## src/hw/rtl/efst_pkg.sv

```systemverilog
package efst_pkg;

    localparam int DW = 32;
    localparam int FB = 16;
    localparam int NW = 4;
    localparam int N_SAT = DW - 1 - FB;
    localparam int RW = 16;
    localparam int AW = 20;
    localparam int TW = 18;
    localparam int NTERMS = 9;

    typedef logic signed [DW-1:0] t_q;
    typedef logic [5:0][DW-1:0] t_vec;
    typedef logic [30:0] t_gain;
    typedef logic [1:0] t_cfg_idx;
    typedef logic [2:0] t_row;

    localparam t_q Q_MAX = {1'b0, {(DW-1){1'b1}}};
    localparam t_q Q_MIN = {1'b1, {(DW-1){1'b0}}};
    localparam t_q Q_ONE = t_q'(1 << FB);
    localparam t_q Q_NEG_ONE = -Q_ONE;
    localparam logic [RW-1:0] LN2Q = 16'hB172;

    localparam t_cfg_idx CFG_GAIN_T = 2'd0;
    localparam t_cfg_idx CFG_RATE_T = 2'd1;
    localparam t_cfg_idx CFG_GAIN_C = 2'd2;
    localparam t_cfg_idx CFG_RATE_C = 2'd3;

    localparam t_row ROW_FIRST = 3'd0;
    localparam t_row ROW_LAST = 3'd5;

    typedef struct packed {
        t_gain gain_tension;
        t_gain exp_rate_tension;
        t_gain gain_compression;
        t_gain exp_rate_compression;
    } t_cfg;

    typedef struct packed {
        t_q c_xx;
        t_q c_yy;
        t_q c_zz;
        t_q c_xy;
        t_q c_yz;
        t_q c_xz;
        t_q a_xx;
        t_q a_yy;
        t_q a_zz;
        t_q a_xy;
        t_q a_yz;
        t_q a_xz;
    } t_in;

    typedef struct packed {
        t_row row_index;
        t_q stress_part;
        t_q tangent_0;
        t_q tangent_1;
        t_q tangent_2;
        t_q tangent_3;
        t_q tangent_4;
        t_q tangent_5;
        logic last_row;
    } t_out;

    function automatic t_vec in_c(t_in d);
        in_c = {d.c_xz, d.c_yz, d.c_xy, d.c_zz, d.c_yy, d.c_xx};
    endfunction

    function automatic t_vec in_a(t_in d);
        in_a = {d.a_xz, d.a_yz, d.a_xy, d.a_zz, d.a_yy, d.a_xx};
    endfunction

    // saturating add
    function automatic t_q sadd(t_q a, t_q b);
        logic [DW:0] s;
        s = {a[DW-1], a} + {b[DW-1], b};
        if (s[DW] != s[DW-1]) begin
            sadd = s[DW] ? Q_MIN : Q_MAX;
        end else begin
            sadd = t_q'(s[DW-1:0]);
        end
    endfunction

    // sign-magnitude multiply, truncate toward zero, saturate
    function automatic t_q smul(t_q a, t_q b);
        logic [DW-1:0] ua;
        logic [DW-1:0] ub;
        logic [2*DW-1:0] pr;
        logic [2*DW-FB-1:0] m;
        logic ng;
        ua = a[DW-1] ? DW'(~a + 1'b1) : DW'(a);
        ub = b[DW-1] ? DW'(~b + 1'b1) : DW'(b);
        pr = (2*DW)'(ua) * (2*DW)'(ub);
        m = pr[2*DW-1:FB];
        ng = a[DW-1] ^ b[DW-1];
        if (m > (2*DW-FB)'(Q_MAX)) begin
            smul = ng ? Q_MIN : Q_MAX;
        end else begin
            smul = ng ? t_q'(~m[DW-1:0] + 1'b1) : t_q'(m[DW-1:0]);
        end
    endfunction

endpackage

```

## src/hw/rtl/efst_fifo.sv

```systemverilog
module efst_fifo
    import efst_pkg::*;
#(
    parameter int WIDTH = 64,
    parameter int DEPTH = 8
) (
    input  logic             i_clk,
    input  logic             i_rst_n,
    input  logic             i_push,
    input  logic [WIDTH-1:0] i_wdata,
    input  logic             i_pop,
    output logic [WIDTH-1:0] o_rdata,
    output logic             o_full,
    output logic             o_empty
);

    localparam int PW = (DEPTH > 1) ? $clog2(DEPTH) : 1;
    localparam int CW = $clog2(DEPTH + 1);

    logic [WIDTH-1:0] r_mem [DEPTH];
    logic [PW-1:0] r_wr;
    logic [PW-1:0] r_rd;
    logic [CW-1:0] r_cnt;

    function automatic logic [PW-1:0] nxt(logic [PW-1:0] p);
        nxt = (p == PW'(DEPTH - 1)) ? '0 : p + 1'b1;
    endfunction

    always_ff @(posedge i_clk) begin
        if (!i_rst_n) begin
            r_wr <= '0;
            r_rd <= '0;
            r_cnt <= '0;
        end else begin
            if (i_push) begin
                r_wr <= nxt(r_wr);
            end
            if (i_pop) begin
                r_rd <= nxt(r_rd);
            end
            if (i_push && !i_pop) begin
                r_cnt <= r_cnt + 1'b1;
            end else if (i_pop && !i_push) begin
                r_cnt <= r_cnt - 1'b1;
            end
        end
    end

    always_ff @(posedge i_clk) begin
        if (i_push) begin
            r_mem[r_wr] <= i_wdata;
        end
    end

    assign o_rdata = r_mem[r_rd];
    assign o_full = (r_cnt == CW'(DEPTH));
    assign o_empty = (r_cnt == '0);

endmodule

```

## config.mk

```make
export PLATFORM = sky130hd
export DESIGN_NAME = efst_fifo
export DESIGN_NICKNAME = d
export VERILOG_FILES = /design/src/hw/rtl/efst_pkg.sv /design/src/hw/rtl/efst_fifo.sv
export SDC_FILE = /design/constraint.sdc
export NUM_CORES = 1
export LEC_CHECK = 0
export BUFFER_PORTS_ARGS = -buffer_cell sky130_fd_sc_hd__buf_2
export CAP_MARGIN = 25
export CELL_PAD_IN_SITES_DETAIL_PLACEMENT = 2
export CELL_PAD_IN_SITES_GLOBAL_PLACEMENT = 2
export CORE_MARGIN = 1.5
export CORE_UTILIZATION = 52
export DETAILED_ROUTE_END_ITERATION = 10
export GPL_TIMING_DRIVEN = 0
export PLACE_DENSITY = 0.94
export SYNTH_ARGS = -nofsm -noshare
export SYNTH_HDL_FRONTEND = slang
export SYNTH_SLANG_ARGS = --single-unit
```

## constraint.sdc

```tcl
create_clock -name i_clk -period 14.34 [get_ports i_clk]
set_input_delay 1.434 -clock i_clk [delete_from_list [all_inputs] [get_ports i_clk]]
set_output_delay 1.434 -clock i_clk [all_outputs]
set_load 0.02 [all_outputs]
```

# After elaboration in Yosys (flattened, before gate mapping)
# Memory sizes are Yosys's and may differ from the RTL's. A register that Yosys moved wholly into a read port is not among the register bits.
# Cells that the tools add are included.
# word_totals
regBits,10
mem_bits_rw,512
in_bits,68
out_inout_bits,66
word_cells,25
mem_count,1
# op_classes
add_sub_neg,4
eq_ne,3
mux,8
reduce_logical,6
# mem_list
name,depth,width,rd,rd_ports_with_merged_regs,write_ports,line,source
r_mem,8,64,1,1,1,efst_fifo.sv:20,logic [WIDTH-1:0] r_mem [DEPTH];
# op_table
op,count
two-way mux 3 bit,4
two-way mux 4 bit,2
adder 3 x 1 -> 3 bit (second input constant),2
equality test 3 bit (second input constant),2
adder 4 x 1 -> 4 bit (second input constant),1
equality test 4 bit (second input constant),1
logical NOT 4 bit,1
subtractor 4 x 1 -> 4 bit (second input constant),1
logical AND 1 bit,2
logical NOT 1 bit,2
two-way mux 1 bit,2
nonzero test 2 bit,1

# Logic depth before layout (Yosys ltp)
# Gate-level depths: netlist of run 1.
# logic_depth
ltp_word,4
depth_mapped,8
depth_no_buf,8

# Worst setup path before layout of run 1
# OpenSTA, ideal clock, no wires.
# synth_timing
kind,input to register
startpoint,input port i_push
endpoint,"memory r_mem[0][0], enable pin"
setup_ns,0.565
t_arrival_ns,5.890
required_ns,13.775
setup_slack_ns,7.885
stages,2
n_path_buf,0
path_cell_list,nand2b_1 > nor3_1
# synth_between
elab_chain_len,2
# synth_lines
item,line,source
from (decl),efst_fifo.sv:9,"input logic i_push,"
two-way mux 1 bit,efst_fifo.sv:50,if (i_push) begin
two-way mux 1 bit (implied by the code),efst_fifo.sv:51,r_mem[r_wr] <= i_wdata;
to (decl),efst_fifo.sv:20,
# No other way between the ends.

==> flow_metrics.env, run 1 <==
export IMPL_run_status="finished clean"
export IMPL_core_sq_mm=0.0377
export IMPL_syn2layout_area_growth_pct=17.4
export IMPL_synth_top_area_share_pct=77.4
export IMPL_tns_ns=0
export IMPL_crit_path_start_kind="flip-flop"
export IMPL_synthCells=813
export IMPL_rows=71
export IMPL_wl_per_cell_microns=40.5
export IMPL_place_gp_congestion=0.720
export IMPL_ir_worst_vdd_v=0.000116
export IMPL_maxCapViolations=0
export IMPL_cts_sinks=525
export IMPL_grt_overflow_total=0
export IMPL_synth_area_leader_cell="edfxtp_1"
export IMPL_avgViaCountPerCell=6.39
export IMPL_grt_pass1_wl_mm=89.0
export IMPL_wirelength_mm=64.1
export IMPL_final_net_count=1107
export IMPL_clock_latency_ns=0.62
export IMPL_ys_seq_elements=525
export IMPL_postCtsSetupRepairBufs=0
export IMPL_clockRootBuffer="clkbuf_16"
export IMPL_netlist_area_sq_mm=0.0199
export IMPL_hold_path_class="reg2reg"
export IMPL_portBuffers=133
export IMPL_route_detailed_drc=0
export IMPL_dr_pass1_iters=5
export IMPL_multiInputGateArea_sq_mm=0.00404
export IMPL_fin_crit_ns=4.44
export IMPL_max_freq_mhz=225
export IMPL_ys_async_sr_fraction_pct=0
export IMPL_dp_slack_ns=10.51
export IMPL_power_leakage_nw=7.51
export IMPL_fin_skew_ns=0.0265
export IMPL_vias=10100
export IMPL_ioPinCount=134
export IMPL_slew_headroom_pct=37.9
export IMPL_fillers=2890
export IMPL_initial_core_util_pct=52.8
export IMPL_crit_path_end_kind="primary output"
export IMPL_cp_data_arrival_time_ns=3.01
export IMPL_setup_violations=0
export IMPL_synth_avg_cell_area_sq_um=24.4
export IMPL_min_from="r_cnt[3]$_SDFFE_PN0P_"
export IMPL_clk_path_buf_depth=3
export IMPL_cts_resized=0
export IMPL_cts_clk_slew_worst_paths_ns=0.07
export IMPL_drive_above_1_share_pct=41.9
export IMPL_synth_cell_types=28
export IMPL_gr_usage_all_layers_pct=33.9
export IMPL_syn_nets=889
export IMPL_ys_flop_type="edfxtp_1"
export IMPL_die_w_microns=198
export IMPL_cts_tree="yes"
export IMPL_powerDensity_mw_per_mm2=144
export IMPL_drtIter0Drc=1031
export IMPL_seqCellArea_sq_mm=0.0156
export IMPL_h_tree_depth=2
export IMPL_ant_nets=0
export IMPL_synth_seq_area_share_pct=78.7
export IMPL_hold_buffers=0
export IMPL_finalCritPeriodShare_pct=31.0
export IMPL_r2r_start="r_wr[2]$_SDFFE_PN0P_"
export IMPL_dp_hpwl_mm=37.7
export IMPL_grt_pass1_vias=10900
export IMPL_die_y_microns=198
export IMPL_synth_warnings=0
export IMPL_grt_max_degree=27
export IMPL_hold_viol=0
export IMPL_die_area_sq_mm=0.0394
export IMPL_antenna_found_initial=10
export IMPL_path_class="reg2out"
export IMPL_rsz0062_at_grt="false"
export IMPL_synth_edff_count=512
export IMPL_max_slew_worst_pin_slew_ns=0.932
export IMPL_path_max_fanout=10
export IMPL_ys_top_cells_by_area="edfxtp_1 (77%), mux4_2 (15%), mux2_2 (3.6%)"
export IMPL_setup_ws_ns=9.90
export IMPL_cp_required_ns=12.91
export IMPL_drv_slew=0
export IMPL_numCtsBuffers=51
==> cells by family after synthesis <==
kind of cell / share of synthesized area, %
adder cells (fa/ha/maj): 0.541
multiplexers: 18.3
AO/OA/AOI/OAI: 0.227
flip-flops: 78.7
XOR/XNOR: 0.0882
AND/OR/NAND/NOR: 0.869
buffers and inverters: 1.27
==> where the power goes <==
part	leakage, nW	switching, mW	internal, mW
Clock	0.749	0.622	0.703
Sequential	4.76	0.0192	1.72
Combinational	2.01	0.173	0.116
==> cells in the mapped netlist, types with 2 or more instances <==
| cell type | instances |
|---|---|
| edfxtp_1 | 512 |
| mux4_2 | 128 |
| mux2_2 | 64 |
| dfxtp_1 | 13 |
| buf_6 | 12 |
| buf_1 | 10 |
| clkbuf_1 | 10 |
| nor2_1 | 8 |
| ha_1 | 7 |
| nand2_1 | 7 |
| nor2b_1 | 5 |
| and2_1 | 4 |
| mux2i_1 | 4 |
| nand2b_1 | 4 |
| a21oi_1 | 3 |
| buf_2 | 3 |
| inv_1 | 3 |
| nor3_1 | 3 |
| buf_4 | 2 |
| o21ai_0 | 2 |
| xnor2_1 | 2 |
==> cell type report <==
cell class | count | area share (%)
flip-flops and latches | 525 | 67.0
multi-input cells | 248 | 17.3
clock buffers | 76 | 6.09
repair buffers | 165 | 5.26
well taps | 511 | 2.74
plain buffers | 37 | 1.03
clock inverters | 16 | 0.467
inverters | 3 | 0.0483
diodes | 1 | 0.0107
==> stage by stage <==
step                      hold WS [ns]  instance area [sq um]  utilization (%)  total power, mW  std cells
after floorplan                  0.454                  19900                -             1.92        813
after global placement           0.484                  21200             56.2             2.01       1457
after detailed placement         0.505                  21800             57.8             2.04       1488
after CTS                        0.551                  23300             61.9             3.36       1580
after global routing             0.577                  23300             61.9             3.41       1581
final                            0.552                  23300             61.9             3.35       1582
==> critical path, cell delays in order (launching register included) <==
cell and delay [ns]:
dfxtp_1 0.33, buf_1 0.67, clkbuf_1 0.71, mux2_2 0.48, buf_2 0.19
==> placed cells by master (no fill, tap or decap), types with 6 or more instances in the layout <==
cell       count
mux2_2        64
edfxtp_1     512
nor2_4         6
ha_1           7
buf_6         24
dfxtp_1       13
clkbuf_1      30
buf_16         8
buf_2        136
clkbuf_16     51
clkinv_2       6
nand2_1        7
clkinv_1       6
mux4_2       128
buf_1         10
buf_12         8
==> state kept, by name (all words and copies together), names as in the netlist, named ones only <==
name and count:
r_wr 3, r_rd 3, r_mem 512, r_cnt 4
==> per-layer routing <==
layer  up-vias  global-route usage [%]  part of all wire, %
li1       3909                       -                    -
met1      5451                    43.5                   38
met2       607                    58.1                   51
met3       130                    6.95                  7.8
met4        16                    11.7                  3.1
met5         -                       0                 0.16
==> worst paths after layout <==
check	to	slack (ns)	cells after the start
worst max-delay path	o_rdata[26]	9.90	4
worst min-delay path	r_cnt[3]$_SDFFE_PN0P_	0.55	2
worst max register to register	r_mem[5][38]$_DFFE_PP_	11.87	5
worst min register to register	r_cnt[3]$_SDFFE_PN0P_	0.55	2
Note: power is estimated with default switching activity, not from simulation.
==> inputs of run 2 (changes only) <==
- CORE_UTILIZATION: 52 -> 48
- PLACE_DENSITY: 0.94 -> 0.89
- clock period: 14.34 -> 4.1 ns (I/O delays scaled with it)
==> flow_metrics.env, run 2 (synthesis results as in run 1) <==
export IMPL_antenna_found_initial=9
export IMPL_final_cell_mix="edfxtp_1 (512), buf_2 (136), mux4_2 (128)"
export IMPL_final_common_cell="edfxtp_1"
export IMPL_min_to="r_cnt[3]$_SDFFE_PN0P_"
export IMPL_gr_usage_all_layers_pct=28.1
export IMPL_slew_headroom_pct=34.1
export IMPL_cts_resized=0
export IMPL_dp_hpwl_mm=34.9
export IMPL_initial_core_util_pct=48.7
export IMPL_drtIter0Drc=917
export IMPL_run_status="finished clean"
export IMPL_reg2reg_slack_ns=1.76
export IMPL_grt_overflow_total=0
export IMPL_cts_sinks=525
export IMPL_ioPinCount=134
export IMPL_die_area_sq_mm=0.0426
export IMPL_crit_path_end_kind="primary output"
export IMPL_clock_latency_ns=0.62
export IMPL_drive_above_1_share_pct=41.4
export IMPL_power_share_switching_pct=23.2
export IMPL_path_max_fanout=10
export IMPL_p_int_mw=9.07
export IMPL_hold_path_class="in2reg"
export IMPL_fin_util_pct=57.4
export IMPL_maxCapViolations=0
export IMPL_largest_reg_flops=512
export IMPL_cts_tree="yes"
export IMPL_largest_register="r_mem"
export IMPL_reg_top3="r_mem: 512 flops, r_cnt: 4 flops"
export IMPL_r2r_start="r_wr[1]$_SDFFE_PN0P_"
export IMPL_place_gp_congestion=0.711
export IMPL_seqCellArea_sq_mm=0.0156
export IMPL_vias=9739
export IMPL_postCtsSetupRepairBufs=0
export IMPL_portBuffers=133
export IMPL_wl_per_cell_microns=36.1
export IMPL_ir_worst_vdd_v=0.000414
export IMPL_route_detailed_drc=0
export IMPL_power_leakage_nw=7.51
export IMPL_fillers=3250
export IMPL_min_from="i_rst_n"
export IMPL_fin_crit_ns=3.43
export IMPL_numCtsBuffers=54
export IMPL_avgViaCountPerCell=6.08
export IMPL_p_clk_share_pct=40.4
export IMPL_h_tree_depth=2
export IMPL_max_freq_mhz=291
export IMPL_final_net_count=1101
export IMPL_grt_pass1_wl_mm=81.3
export IMPL_cp_data_arrival_time_ns=3.02
export IMPL_grt_max_degree=26
export IMPL_power_switching_mw=2.74
export IMPL_max_slew_worst_pin_slew_ns=0.986
export IMPL_r2r_cells=4
export IMPL_p_seq_share_pct=51.4
export IMPL_core_sq_mm=0.0408
export IMPL_drv_slew=0
export IMPL_fin_skew_ns=0.0210
export IMPL_finalCritPeriodShare_pct=83.7
export IMPL_hold_buffers=0
export IMPL_worst_path_max_delay_cell="buf_1"
export IMPL_crit_path_start_kind="flip-flop"
export IMPL_whs_ns=0.0774
export IMPL_path_class="reg2out"
export IMPL_rsz0062_at_grt="false"
export IMPL_hold_viol=0
export IMPL_wirelength_mm=57.8
export IMPL_cp_required_ns=3.69
export IMPL_critPathMaxStageDelay_ns=0.71
export IMPL_die_w_microns=206
export IMPL_dr_pass1_iters=5
export IMPL_ant_nets=0
export IMPL_clk_path_buf_depth=3
export IMPL_holdPathStages=3
export IMPL_r2r_end="r_mem[2][39]$_DFFE_PP_"
export IMPL_powerDensity_mw_per_mm2=504
export IMPL_cts_clk_slew_worst_paths_ns=0.06
export IMPL_rows=74
export IMPL_multiInputGateArea_sq_mm=0.00405
export IMPL_die_y_microns=206
export IMPL_clockRootBuffer="clkbuf_16"
export IMPL_pwr_share_comb_pct=8.2
export IMPL_setup_violations=0
export IMPL_crit_chain="buf_1, clkbuf_1, mux2_2, buf_2"
export IMPL_grt_pass1_vias=10700
export IMPL_syn2layout_area_growth_pct=17.9
## run 2: changes by cell type in the layout (fill, tap and decap cells not counted), sizes merged
cell and change:
buf -9, bufinv +1, clkbuf -5, clkinv +9
clkinvlp +3, diode +3, inv -3
## run 2: power groups by stage
stage / Clock (mW) / Combinational (mW) / Sequential [mW]
5_1_grt: 5.00 / 1.03 / 6.07
4_1_cts: 4.84 / 0.988 / 6.07
2_1_floorplan: 0 / 0.566 / 6.16
3_5_place_dp: 0 / 0.969 / 6.17
6_report: 4.77 / 0.972 / 6.06
3_3_place_gp: 0 / 0.850 / 6.17
## run 2: cell type report
class,count,area share [%]
Antenna cell,4,0.0427
Multi-Input combinational cell,248,17.3
Timing Repair Buffer,156,4.98
Tap cell,532,2.84
Clock inverter,26,0.737
Sequential cell,525,66.7
Buffer,37,1.03
Clock buffer,71,6.31
Inverter,3,0.0481
## run 2: through the flow
step	TNS (ns)	std cells	power, mW	instance area [sq um]	setup slack, ns
floorplan	0	813	6.72	19900	0.394
global placement	-1257.40	1478	7.02	21200	-2.75
detailed placement	0	1501	7.14	21800	1.28
CTS	0	1598	11.9	23400	0.639
global route	0	1600	12.1	23400	0.482
finish	0	1602	11.8	23400	0.666
## run 2: worst max-delay path by stage
| stage | from | to |
|---|---|---|
| 2_1_floorplan | r_wr[2]$_SDFFE_PN0P_ | r_mem[2][0]$_DFFE_PP_ |
| 5_1_grt | flip-flop | o_rdata[43] |
| 4_1_cts | flip-flop | o_rdata[26] |
| 3_3_place_gp | i_push | r_mem[4][33]$_DFFE_PP_ |
| 6_report | flip-flop | o_rdata[43] |
| 3_5_place_dp | flip-flop | o_rdata[43] |
## run 2: worst max-delay path: cells and delay by family, from the launching register on
family / cells / cell delay [ns]
flops: 1 / 0.35
buf+inv: 3 / 1.59
mux: 1 / 0.47
## run 2: layer usage
| metal | up-vias | part of all wire (%) | GRT usage, % |
|---|---|---|---|
| li1 | 3912 | - | - |
| met5 | - | 0.047 | 0 |
| met4 | 4 | 2.6 | 8.77 |
| met1 | 5339 | 40 | 37.3 |
| met2 | 392 | 50 | 46.6 |
| met3 | 92 | 6.8 | 5.96 |
